`config.mk`:
```
export PLATFORM = sky130hd
export DESIGN_NAME = rsa_sign_then_encrypt_char
export DESIGN_NICKNAME = d
export VERILOG_FILES = /design/src/design/rsa_ste_pkg.sv /design/src/design/rsa_sign_then_encrypt_char.sv /design/src/design/rsa_ste_modmul.sv /design/src/design/rsa_ste_ctrl.sv
export SDC_FILE = /design/constraint.sdc
export NUM_CORES = 1
export LEC_CHECK = 0
export BUFFER_PORTS_ARGS = -buffer_cell sky130_fd_sc_hd__buf_2
export CAP_MARGIN = 0
export CORE_ASPECT_RATIO = 2
export CORE_MARGIN = 1
export CORE_UTILIZATION = 50
export CTS_CLUSTER_SIZE = 20
export DETAILED_ROUTE_END_ITERATION = 8
export PLACE_DENSITY = 0.78
export SLEW_MARGIN = 20
export SYNTH_ARGS = -nofsm -noshare
export SYNTH_HDL_FRONTEND = slang
export SYNTH_SLANG_ARGS = --single-unit
export TNS_END_PERCENT = 1
```
`constraint.sdc`:
```
create_clock -name i_clk -period 6.2 [get_ports i_clk]
set_input_delay 1.24 -clock i_clk [delete_from_list [all_inputs] [get_ports i_clk]]
set_output_delay 1.24 -clock i_clk [all_outputs]
set_load 0.01 [all_outputs]
```
`src/design/rsa_ste_pkg.sv`:
```
// Shared constants for the sign-then-encrypt character block.
// No dependencies; imported by the controller and the top level.
package rsa_ste_pkg;

    // Input character field and its byte-padded stream width.
    localparam int CHAR_BITS     = 7;
    localparam int IN_TDATA_BITS = ((CHAR_BITS + 7) / 8) * 8;

    // Digest multiplier applied to the character code.
    localparam logic [CHAR_BITS-1:0] DIGEST_PRIME = 7'd97;

    // Configuration register indexes.
    localparam int CFG_INDEX_BITS = 2;
    localparam logic [CFG_INDEX_BITS-1:0] CFG_A_EXPONENT = 2'd0;
    localparam logic [CFG_INDEX_BITS-1:0] CFG_A_MODULUS  = 2'd1;
    localparam logic [CFG_INDEX_BITS-1:0] CFG_B_EXPONENT = 2'd2;
    localparam logic [CFG_INDEX_BITS-1:0] CFG_B_MODULUS  = 2'd3;

endpackage

```
`src/design/rsa_sign_then_encrypt_char.sv`:
```
// Top level of the sign-then-encrypt character block: key registers,
// stream ports and output register. Depends on rsa_ste_pkg and rsa_ste_ctrl.
//
//  Channel   Direction  Beat contents
//  s_axis    in         tdata[6:0] character
//  m_axis    out        tdata[MODULUS_BITS-1:0] cipher_value
//  i_cfg_*   in         write of key register i_cfg_index
//
// One character takes two modular exponentiations on one shared bit-serial
// modular multiplier; each exponentiation needs one reduction and up to
// 2*MODULUS_BITS-1 products, and none when a shortcut applies.
// Reset is synchronous and active low and loads the key registers.
// A result waits in the output register; the next character is taken
// meanwhile and only its finished result stalls until the register frees.
module rsa_sign_then_encrypt_char #(
    parameter int MODULUS_BITS = 31
) (
    input  logic                                   i_clk,
    input  logic                                   i_rst_n,
    // Input stream.
    input  logic                                   s_axis_tvalid,
    output logic                                   s_axis_tready,
    input  logic [rsa_ste_pkg::IN_TDATA_BITS-1:0]  s_axis_tdata,  // [6:0] character
    // Output stream.
    output logic                                   m_axis_tvalid,
    input  logic                                   m_axis_tready,
    output logic [((MODULUS_BITS+7)/8)*8-1:0]      m_axis_tdata,  // cipher_value
    // Configuration writes.
    input  logic                                   i_cfg_wr_en,
    input  logic [rsa_ste_pkg::CFG_INDEX_BITS-1:0] i_cfg_index,
    input  logic [MODULUS_BITS-1:0]                i_cfg_data
);

    import rsa_ste_pkg::*;

    localparam int OUT_TDATA_BITS = ((MODULUS_BITS + 7) / 8) * 8;

    logic [MODULUS_BITS-1:0] r_a_exp, r_a_mod, r_b_exp, r_b_mod;
    logic                    r_out_valid, n_out_valid;
    logic [MODULUS_BITS-1:0] r_out_data, n_out_data;

    logic                    w_idle;
    logic                    w_res_valid;
    logic                    w_res_ready;
    logic [MODULUS_BITS-1:0] w_result;

    // Key registers.
    always_ff @(posedge i_clk) begin
        if (!i_rst_n) begin
            r_a_exp <= MODULUS_BITS'(1);
            r_a_mod <= MODULUS_BITS'(2);
            r_b_exp <= MODULUS_BITS'(1);
            r_b_mod <= MODULUS_BITS'(2);
        end else if (i_cfg_wr_en) begin
            unique case (i_cfg_index)
                CFG_A_EXPONENT: r_a_exp <= i_cfg_data;
                CFG_A_MODULUS:  r_a_mod <= i_cfg_data;
                CFG_B_EXPONENT: r_b_exp <= i_cfg_data;
                CFG_B_MODULUS:  r_b_mod <= i_cfg_data;
                default: begin
                end
            endcase
        end
    end

    rsa_ste_ctrl #(
        .MODULUS_BITS(MODULUS_BITS)
    ) u_ctrl (
        .i_clk        (i_clk),
        .i_rst_n      (i_rst_n),
        .i_start      (s_axis_tvalid && w_idle),
        .i_character  (s_axis_tdata[CHAR_BITS-1:0]),
        .i_a_exponent (r_a_exp),
        .i_a_modulus  (r_a_mod),
        .i_b_exponent (r_b_exp),
        .i_b_modulus  (r_b_mod),
        .i_res_ready  (w_res_ready),
        .o_idle       (w_idle),
        .o_res_valid  (w_res_valid),
        .o_result     (w_result)
    );

    // Output register: free when empty or when its beat is taken.
    assign w_res_ready = !r_out_valid || m_axis_tready;

    always_comb begin
        n_out_valid = r_out_valid;
        n_out_data  = r_out_data;
        if (m_axis_tready) begin
            n_out_valid = 1'b0;
        end
        if (w_res_valid && w_res_ready) begin
            n_out_valid = 1'b1;
            n_out_data  = w_result;
        end
    end

    always_ff @(posedge i_clk) begin
        if (!i_rst_n) begin
            r_out_valid <= 1'b0;
        end else begin
            r_out_valid <= n_out_valid;
        end
        r_out_data <= n_out_data;
    end

    assign s_axis_tready = w_idle;
    assign m_axis_tvalid = r_out_valid;
    assign m_axis_tdata  = OUT_TDATA_BITS'(r_out_data);

endmodule

```
`src/design/rsa_ste_modmul.sv`:
```
// Bit-serial modular multiplier: result = (a * b) mod n, one bit of b per cycle.
// Requires a < n. A modulus of zero or one yields zero. No package dependency.
module rsa_ste_modmul #(
    parameter int MODULUS_BITS = 31
) (
    input  logic                    i_clk,
    input  logic                    i_rst_n,
    input  logic                    i_start,
    input  logic [MODULUS_BITS-1:0] i_a,
    input  logic [MODULUS_BITS-1:0] i_b,
    input  logic [MODULUS_BITS-1:0] i_n,
    output logic                    o_done,
    output logic [MODULUS_BITS-1:0] o_result
);

    localparam int CNT_BITS = $clog2(MODULUS_BITS);
    localparam int SUM_BITS = MODULUS_BITS + 2;

    logic                    r_busy, n_busy;
    logic                    r_done, n_done;
    logic [CNT_BITS-1:0]     r_cnt, n_cnt;
    logic [MODULUS_BITS-1:0] r_acc, n_acc;
    logic [MODULUS_BITS-1:0] r_a, n_a;
    logic [MODULUS_BITS-1:0] r_b, n_b;
    logic [MODULUS_BITS-1:0] r_n, n_n;
    logic                    r_small, n_small;

    logic [SUM_BITS-1:0] w_sum;
    logic [SUM_BITS-1:0] w_n1;
    logic [SUM_BITS-1:0] w_n2;
    logic [SUM_BITS-1:0] w_red;

    // One step: acc = 2*acc + bit*a, then bring back below n (sum stays below 3n).
    always_comb begin
        w_sum = {1'b0, r_acc, 1'b0}
              + (r_b[MODULUS_BITS-1] ? SUM_BITS'(r_a) : '0);
        w_n1  = SUM_BITS'(r_n);
        w_n2  = {1'b0, r_n, 1'b0};
        if (w_sum >= w_n2) begin
            w_red = w_sum - w_n2;
        end else if (w_sum >= w_n1) begin
            w_red = w_sum - w_n1;
        end else begin
            w_red = w_sum;
        end
    end

    // Sequencing of the operand bits, most significant first.
    always_comb begin
        n_busy  = r_busy;
        n_done  = 1'b0;
        n_cnt   = r_cnt;
        n_acc   = r_acc;
        n_a     = r_a;
        n_b     = r_b;
        n_n     = r_n;
        n_small = r_small;
        if (i_start) begin
            n_busy  = 1'b1;
            n_cnt   = CNT_BITS'(MODULUS_BITS - 1);
            n_acc   = '0;
            n_a     = i_a;
            n_b     = i_b;
            n_n     = i_n;
            n_small = (i_n <= MODULUS_BITS'(1));
        end else if (r_busy) begin
            n_acc = r_small ? '0 : w_red[MODULUS_BITS-1:0];
            n_b   = {r_b[MODULUS_BITS-2:0], 1'b0};
            n_cnt = r_cnt - CNT_BITS'(1);
            if (r_cnt == '0) begin
                n_busy = 1'b0;
                n_done = 1'b1;
            end
        end
    end

    always_ff @(posedge i_clk) begin
        if (!i_rst_n) begin
            r_busy <= 1'b0;
            r_done <= 1'b0;
        end else begin
            r_busy <= n_busy;
            r_done <= n_done;
        end
        r_cnt   <= n_cnt;
        r_acc   <= n_acc;
        r_a     <= n_a;
        r_b     <= n_b;
        r_n     <= n_n;
        r_small <= n_small;
    end

    assign o_done   = r_done;
    assign o_result = r_acc;

endmodule

```
`src/design/rsa_ste_ctrl.sv`:
```
// Sequencer for the two square-and-multiply exponentiations of one character.
// Uses rsa_ste_pkg and drives the shared rsa_ste_modmul unit.
module rsa_ste_ctrl #(
    parameter int MODULUS_BITS = 31
) (
    input  logic                             i_clk,
    input  logic                             i_rst_n,
    input  logic                             i_start,
    input  logic [rsa_ste_pkg::CHAR_BITS-1:0] i_character,
    input  logic [MODULUS_BITS-1:0]          i_a_exponent,
    input  logic [MODULUS_BITS-1:0]          i_a_modulus,
    input  logic [MODULUS_BITS-1:0]          i_b_exponent,
    input  logic [MODULUS_BITS-1:0]          i_b_modulus,
    input  logic                             i_res_ready,
    output logic                             o_idle,
    output logic                             o_res_valid,
    output logic [MODULUS_BITS-1:0]          o_result
);

    import rsa_ste_pkg::*;

    localparam int DIGEST_BITS = 2 * CHAR_BITS;

    localparam logic [3:0] S_IDLE   = 4'd0;
    localparam logic [3:0] S_SETUP  = 4'd1;
    localparam logic [3:0] S_CHECK  = 4'd2;
    localparam logic [3:0] S_REDUCE = 4'd3;
    localparam logic [3:0] S_BIT    = 4'd4;
    localparam logic [3:0] S_MULR   = 4'd5;
    localparam logic [3:0] S_SQCHK  = 4'd6;
    localparam logic [3:0] S_SQR    = 4'd7;
    localparam logic [3:0] S_STEND  = 4'd8;
    localparam logic [3:0] S_FINISH = 4'd9;

    logic [3:0]              r_state, n_state;
    logic                    r_stage, n_stage;
    logic [MODULUS_BITS-1:0] r_x, n_x;
    logic [MODULUS_BITS-1:0] r_r, n_r;
    logic [MODULUS_BITS-1:0] r_y, n_y;
    logic [MODULUS_BITS-1:0] r_n, n_n;

    logic                    w_swap;
    logic                    w_shortcut;
    logic                    w_mm_start;
    logic [MODULUS_BITS-1:0] w_mm_a;
    logic [MODULUS_BITS-1:0] w_mm_b;
    logic                    w_mm_done;
    logic [MODULUS_BITS-1:0] w_mm_res;
    logic [DIGEST_BITS-1:0]  w_digest;

    // Key order: the smaller modulus signs first; on equal moduli key A signs.
    assign w_swap     = (i_b_modulus < i_a_modulus);
    assign w_digest   = DIGEST_BITS'(i_character) * DIGEST_BITS'(DIGEST_PRIME);
    assign w_shortcut = (r_x == MODULUS_BITS'(0)) || (r_x == MODULUS_BITS'(1))
                     || (r_y == MODULUS_BITS'(1));

    // Operand selection for the shared multiplier.
    always_comb begin
        w_mm_start = 1'b0;
        w_mm_a     = r_x;
        w_mm_b     = r_x;
        unique case (r_state)
            S_CHECK: begin
                w_mm_a     = MODULUS_BITS'(1);
                w_mm_start = !w_shortcut && (r_y != '0);
            end
            S_BIT: begin
                w_mm_a     = r_r;
                w_mm_start = r_y[0];
            end
            S_SQCHK: begin
                w_mm_start = (r_y[MODULUS_BITS-1:1] != '0);
            end
            default: begin
                w_mm_start = 1'b0;
            end
        endcase
    end

    // Exponentiation sequencer.
    always_comb begin
        n_state = r_state;
        n_stage = r_stage;
        n_x     = r_x;
        n_r     = r_r;
        n_y     = r_y;
        n_n     = r_n;
        unique case (r_state)
            S_IDLE: begin
                if (i_start) begin
                    n_x     = MODULUS_BITS'(w_digest);
                    n_stage = 1'b0;
                    n_state = S_SETUP;
                end
            end
            S_SETUP: begin
                if (w_swap ^ r_stage) begin
                    n_y = i_b_exponent;
                    n_n = i_b_modulus;
                end else begin
                    n_y = i_a_exponent;
                    n_n = i_a_modulus;
                end
                n_r     = MODULUS_BITS'(1);
                n_state = S_CHECK;
            end
            S_CHECK: begin
                if (w_shortcut) begin
                    n_r     = r_x;
                    n_state = S_STEND;
                end else if (r_y == '0) begin
                    n_state = S_STEND;
                end else begin
                    n_state = S_REDUCE;
                end
            end
            S_REDUCE: begin
                if (w_mm_done) begin
                    n_x     = w_mm_res;
                    n_state = S_BIT;
                end
            end
            S_BIT: begin
                n_state = r_y[0] ? S_MULR : S_SQCHK;
            end
            S_MULR: begin
                if (w_mm_done) begin
                    n_r     = w_mm_res;
                    n_state = S_SQCHK;
                end
            end
            S_SQCHK: begin
                if (r_y[MODULUS_BITS-1:1] == '0) begin
                    n_state = S_STEND;
                end else begin
                    n_y     = r_y >> 1;
                    n_state = S_SQR;
                end
            end
            S_SQR: begin
                if (w_mm_done) begin
                    n_x     = w_mm_res;
                    n_state = S_BIT;
                end
            end
            S_STEND: begin
                if (!r_stage) begin
                    n_x     = r_r;
                    n_stage = 1'b1;
                    n_state = S_SETUP;
                end else begin
                    n_state = S_FINISH;
                end
            end
            S_FINISH: begin
                if (i_res_ready) begin
                    n_state = S_IDLE;
                end
            end
            default: begin
                n_state = S_IDLE;
            end
        endcase
    end

    always_ff @(posedge i_clk) begin
        if (!i_rst_n) begin
            r_state <= S_IDLE;
            r_stage <= 1'b0;
        end else begin
            r_state <= n_state;
            r_stage <= n_stage;
        end
        r_x <= n_x;
        r_r <= n_r;
        r_y <= n_y;
        r_n <= n_n;
    end

    rsa_ste_modmul #(
        .MODULUS_BITS(MODULUS_BITS)
    ) u_modmul (
        .i_clk    (i_clk),
        .i_rst_n  (i_rst_n),
        .i_start  (w_mm_start),
        .i_a      (w_mm_a),
        .i_b      (w_mm_b),
        .i_n      (r_n),
        .o_done   (w_mm_done),
        .o_result (w_mm_res)
    );

    assign o_idle      = (r_state == S_IDLE);
    assign o_res_valid = (r_state == S_FINISH);
    assign o_result    = r_r;

endmodule

```
==> impl_results.md <==
- Internal power: 7.84 mW
- Minimum hold slack: 0.444 ns
- Clock root buffer: clkbuf_16
- Sw frac: 44.2%
- GRT Overall Usage: 28.5%
- VDD IR max: 314 µV
- Worst-path fanout max: 19
- I/O Pins: 80
- Synth Instances: 2431
- Via count: 18700
- Pwr per Cell Area: 554 mW/mm²
- Clk sink count: 417
- Syn Nets: 2632
- Sequential share of power: 32.9%
- Worst skew pair latency: 0.56 ns
- Slew HR: 33.0%
- Vertical die dimension: 305 µm
- Distinct cells, synth: 80
- Placed cells: 3002
- Drt pass-1 iters: 5
- Sequential area share after synthesis: 47.3%
- DR WL/cell: 21.8 µm
- Largest net degree at the start of global routing: 77
- Routed Antenna Nets: 0
- Core area: 0.0451 mm²
- Critical Path End Type: register
- Fin crit share: 94.7%
- Register bit count reported by yosys: 417
- Net load switching power: 6.20 mW
- Non-filler cells, final: 3076
- Final hold vios: 0
- Post-synth EDFFs: 249
- Vias per cell: 6.07
- Async SR Flop Fraction: 0%
- Unrepaired setup endpoints after global routing: no
- Cts hold-fix bufs: 0
- Setup Total Neg Slack: 0 ns
- Layout Skew: 0.0227 ns
- Row count: 110
- GRT overflow: 0
- Minimum clock period: 5.87 ns
- Placer Congestion: 0.941
- Combinational share of power: 50.7%
- Clock slew at reported path FFs: 0.07 ns
- Die width: 153 µm
- Layout area overhead: 10.6%
- Synthesis warning total: 0
- Slew Limit Fails: 0
- Reg area: 0.0108 mm²
- Vias in the first global route: 18700
- Startpoint types: register
- Area of the multi-input gates: 0.0113 mm²
- Critical path class: reg2reg
- Clock power frac: 16.4%
- Critical Path RT: 6.61 ns
- Share of cells above drive strength 1: 10.3%
- CTS buffer count: 39
- Global-route wire length before repair: 101000 µm
- Syn Area/Cell: 9.42 µm²
- Initial antenna violation count: 0
- Ys flop type: edfxtp_1
- Status: completed
- F_max: 170 MHz
- P_leak: 10.1 nW
- Die Footprint: 0.0467 mm²
- Total routed wirelength: 67000 µm
- Post-CTS sizing: 0
- Clock tree buffer depth: 3
- Worst Hold Class: reg2reg
- Ant. Diodes: 0
- Final Setup Violations: 0
- Mapped Area: 0.0229 mm²
- Max Cap Viol: 0
- DRC violations left: 0
- CTS tree: done
- Arr. time, crit path: 6.28 ns
- Initial Util: 50.7%
- Fin util: 56.1%
- I/O Buffers: 77
- Drt first-iter violations: 1203
- DPL Wire Length: 50400 µm
- Setup bufs post-CTS: 0
- Htree depth: 2
- Fill cells: 3945
- Nets: 2686
- Worst Tran Pin Value: 1.00 ns
[flip-flops by register name, summed over array words and instances (netlist names)]
signal,count
m_axis_tvalid,1
r_a_exp,31
r_a_mod,31
r_b_exp,31
r_b_mod,31
r_out_data,31
u_ctrl.o_result,31
u_ctrl.r_n,31
u_ctrl.r_stage,1
u_ctrl.r_state,4
u_ctrl.r_x,31
u_ctrl.r_y,31
u_ctrl.u_modmul.o_done,1
u_ctrl.u_modmul.o_result,31
u_ctrl.u_modmul.r_a,31
u_ctrl.u_modmul.r_b,31
u_ctrl.u_modmul.r_busy,1
u_ctrl.u_modmul.r_cnt,5
u_ctrl.u_modmul.r_n,31
u_ctrl.u_modmul.r_small,1
[kinds of logic (layout without fill, tap and decap cells)]
| kind of cell | Yosys count | in the layout | share of synthesized area, % |
|---|---|---|---|
| xor gates and xnor gates | 91 | 91 | 3.48 |
| muxes | 58 | 58 | 2.56 |
| and+or+nand+nor | 861 | 861 | 16.4 |
| AOI/OAI and AO/OA | 632 | 632 | 17.8 |
| buffers and inverters | 216 | 301 | 3.74 |
| DFF | 417 | 417 | 47.3 |
| other | 1 | 1 | 0.0164 |
| adders and majority gates | 155 | 155 | 8.60 |
[power groups by stage]
stage | logic [mW] | clock network [mW] | registers (mW)
2_1_floorplan | 4.92 | 0 | 4.38
3_3_place_gp | 6.77 | 0 | 4.62
3_5_place_dp | 6.90 | 0 | 4.66
4_1_cts | 6.94 | 2.34 | 4.60
5_1_grt | 7.65 | 2.44 | 4.68
6_report | 7.11 | 2.31 | 4.61
[per-stage QoR]
| step | total power [mW] | area (µm²) | setup slack [ns] |
|---|---|---|---|
| 3_3_place_gp | 11.4 | 24000 | 0.201 |
| 4_1_cts | 13.9 | 25200 | 0.0483 |
| 5_1_grt | 14.8 | 25300 | 0.0113 |
| 6_report | 14.0 | 25300 | 0.330 |
| 2_1_floorplan | 9.29 | 22900 | 0.911 |
| 3_5_place_dp | 11.6 | 24000 | 0.0938 |
[per-layer routing]
metal,track usage [%],up-vias,part of all wire [%]
met2,52.6,729,52
met5,0,-,0
li1,-,8831,-
met4,27.8,0,11
met3,2.96,292,4.5
met1,26.7,8823,32
[synth_stat cells, types with 33 or more instances]
library cell | count | area, µm²
nand2_1 | 570 | 2140
edfxtp_1 | 249 | 7480
a21oi_1 | 218 | 1090
dfxtp_1 | 168 | 3360
o21ai_0 | 152 | 761
ha_1 | 151 | 1890
clkbuf_1 | 100 | 375
inv_1 | 96 | 360
nor2_1 | 78 | 293
mux2i_1 | 54 | 541
xnor2_1 | 50 | 438
a21o_1 | 47 | 353
a22o_1 | 45 | 394
xor2_1 | 41 | 359
and2_1 | 34 | 213
nor4_1 | 33 | 206
[worst max-delay path, cell delays in order (launching register included)]
cell	delay [ns]
edfxtp_1	0.49
buf_4	0.23
and2_1	0.15
ha_1	0.36
a21oi_1	0.27
o21ai_1	0.21
a211oi_1	0.32
o211ai_1	0.14
o31ai_1	0.37
or4b_2	0.62
o311ai_0	0.14
buf_4	0.21
ha_1	0.20
nand3_1	0.14
nor4_1	0.40
nand4_1	0.22
o221ai_2	0.29
a21oi_1	0.09
o21ai_2	0.16
or3_4	0.26
buf_4	0.25
o221ai_1	0.16
[area by class of cell]
class | count | share of cell area, %
multi-input combinational | 1798 | 44.8
sequential | 417 | 42.8
clock buffer | 50 | 4.06
timing repair buffer | 131 | 3.38
tap | 560 | 2.77
inverter | 98 | 1.46
clock inverter | 22 | 0.741
[cells in the final DEF, fill, tap and decap left out, types with 12 or more instances in the layout]
cell type and count:
nand2_1 570, edfxtp_1 249, a21oi_1 216, dfxtp_1 168, o21ai_0 151, ha_1 151, inv_1 97, buf_2 77
nor2_1 71, mux2i_1 54, buf_4 50, xnor2_1 49, a21o_1 47, a22o_1 45, xor2_1 40, clkbuf_16 39
and2_1 34, nor4_1 32, nand3_1 29, nor3_1 26, o221ai_2 18, a211oi_1 16, nand2b_1 16, nand4_1 16
a22oi_1 14, a31oi_1 14, o21a_1 13, and3_1 12
[final timing paths]
check                                             start                           to  slack (ns)  cells after the start
worst max-delay path            u_ctrl.u_modmul.r_b[30]  u_ctrl.u_modmul.o_result[4]        0.33                     21
worst min-delay path                      u_ctrl.r_n[0]       u_ctrl.u_modmul.r_n[0]        0.44                      0
worst max register to register  u_ctrl.u_modmul.r_b[30]  u_ctrl.u_modmul.o_result[4]        0.33                     21
worst min register to register            u_ctrl.r_n[0]       u_ctrl.u_modmul.r_n[0]        0.44                      0
Note: power is estimated with default switching activity, not from simulation.
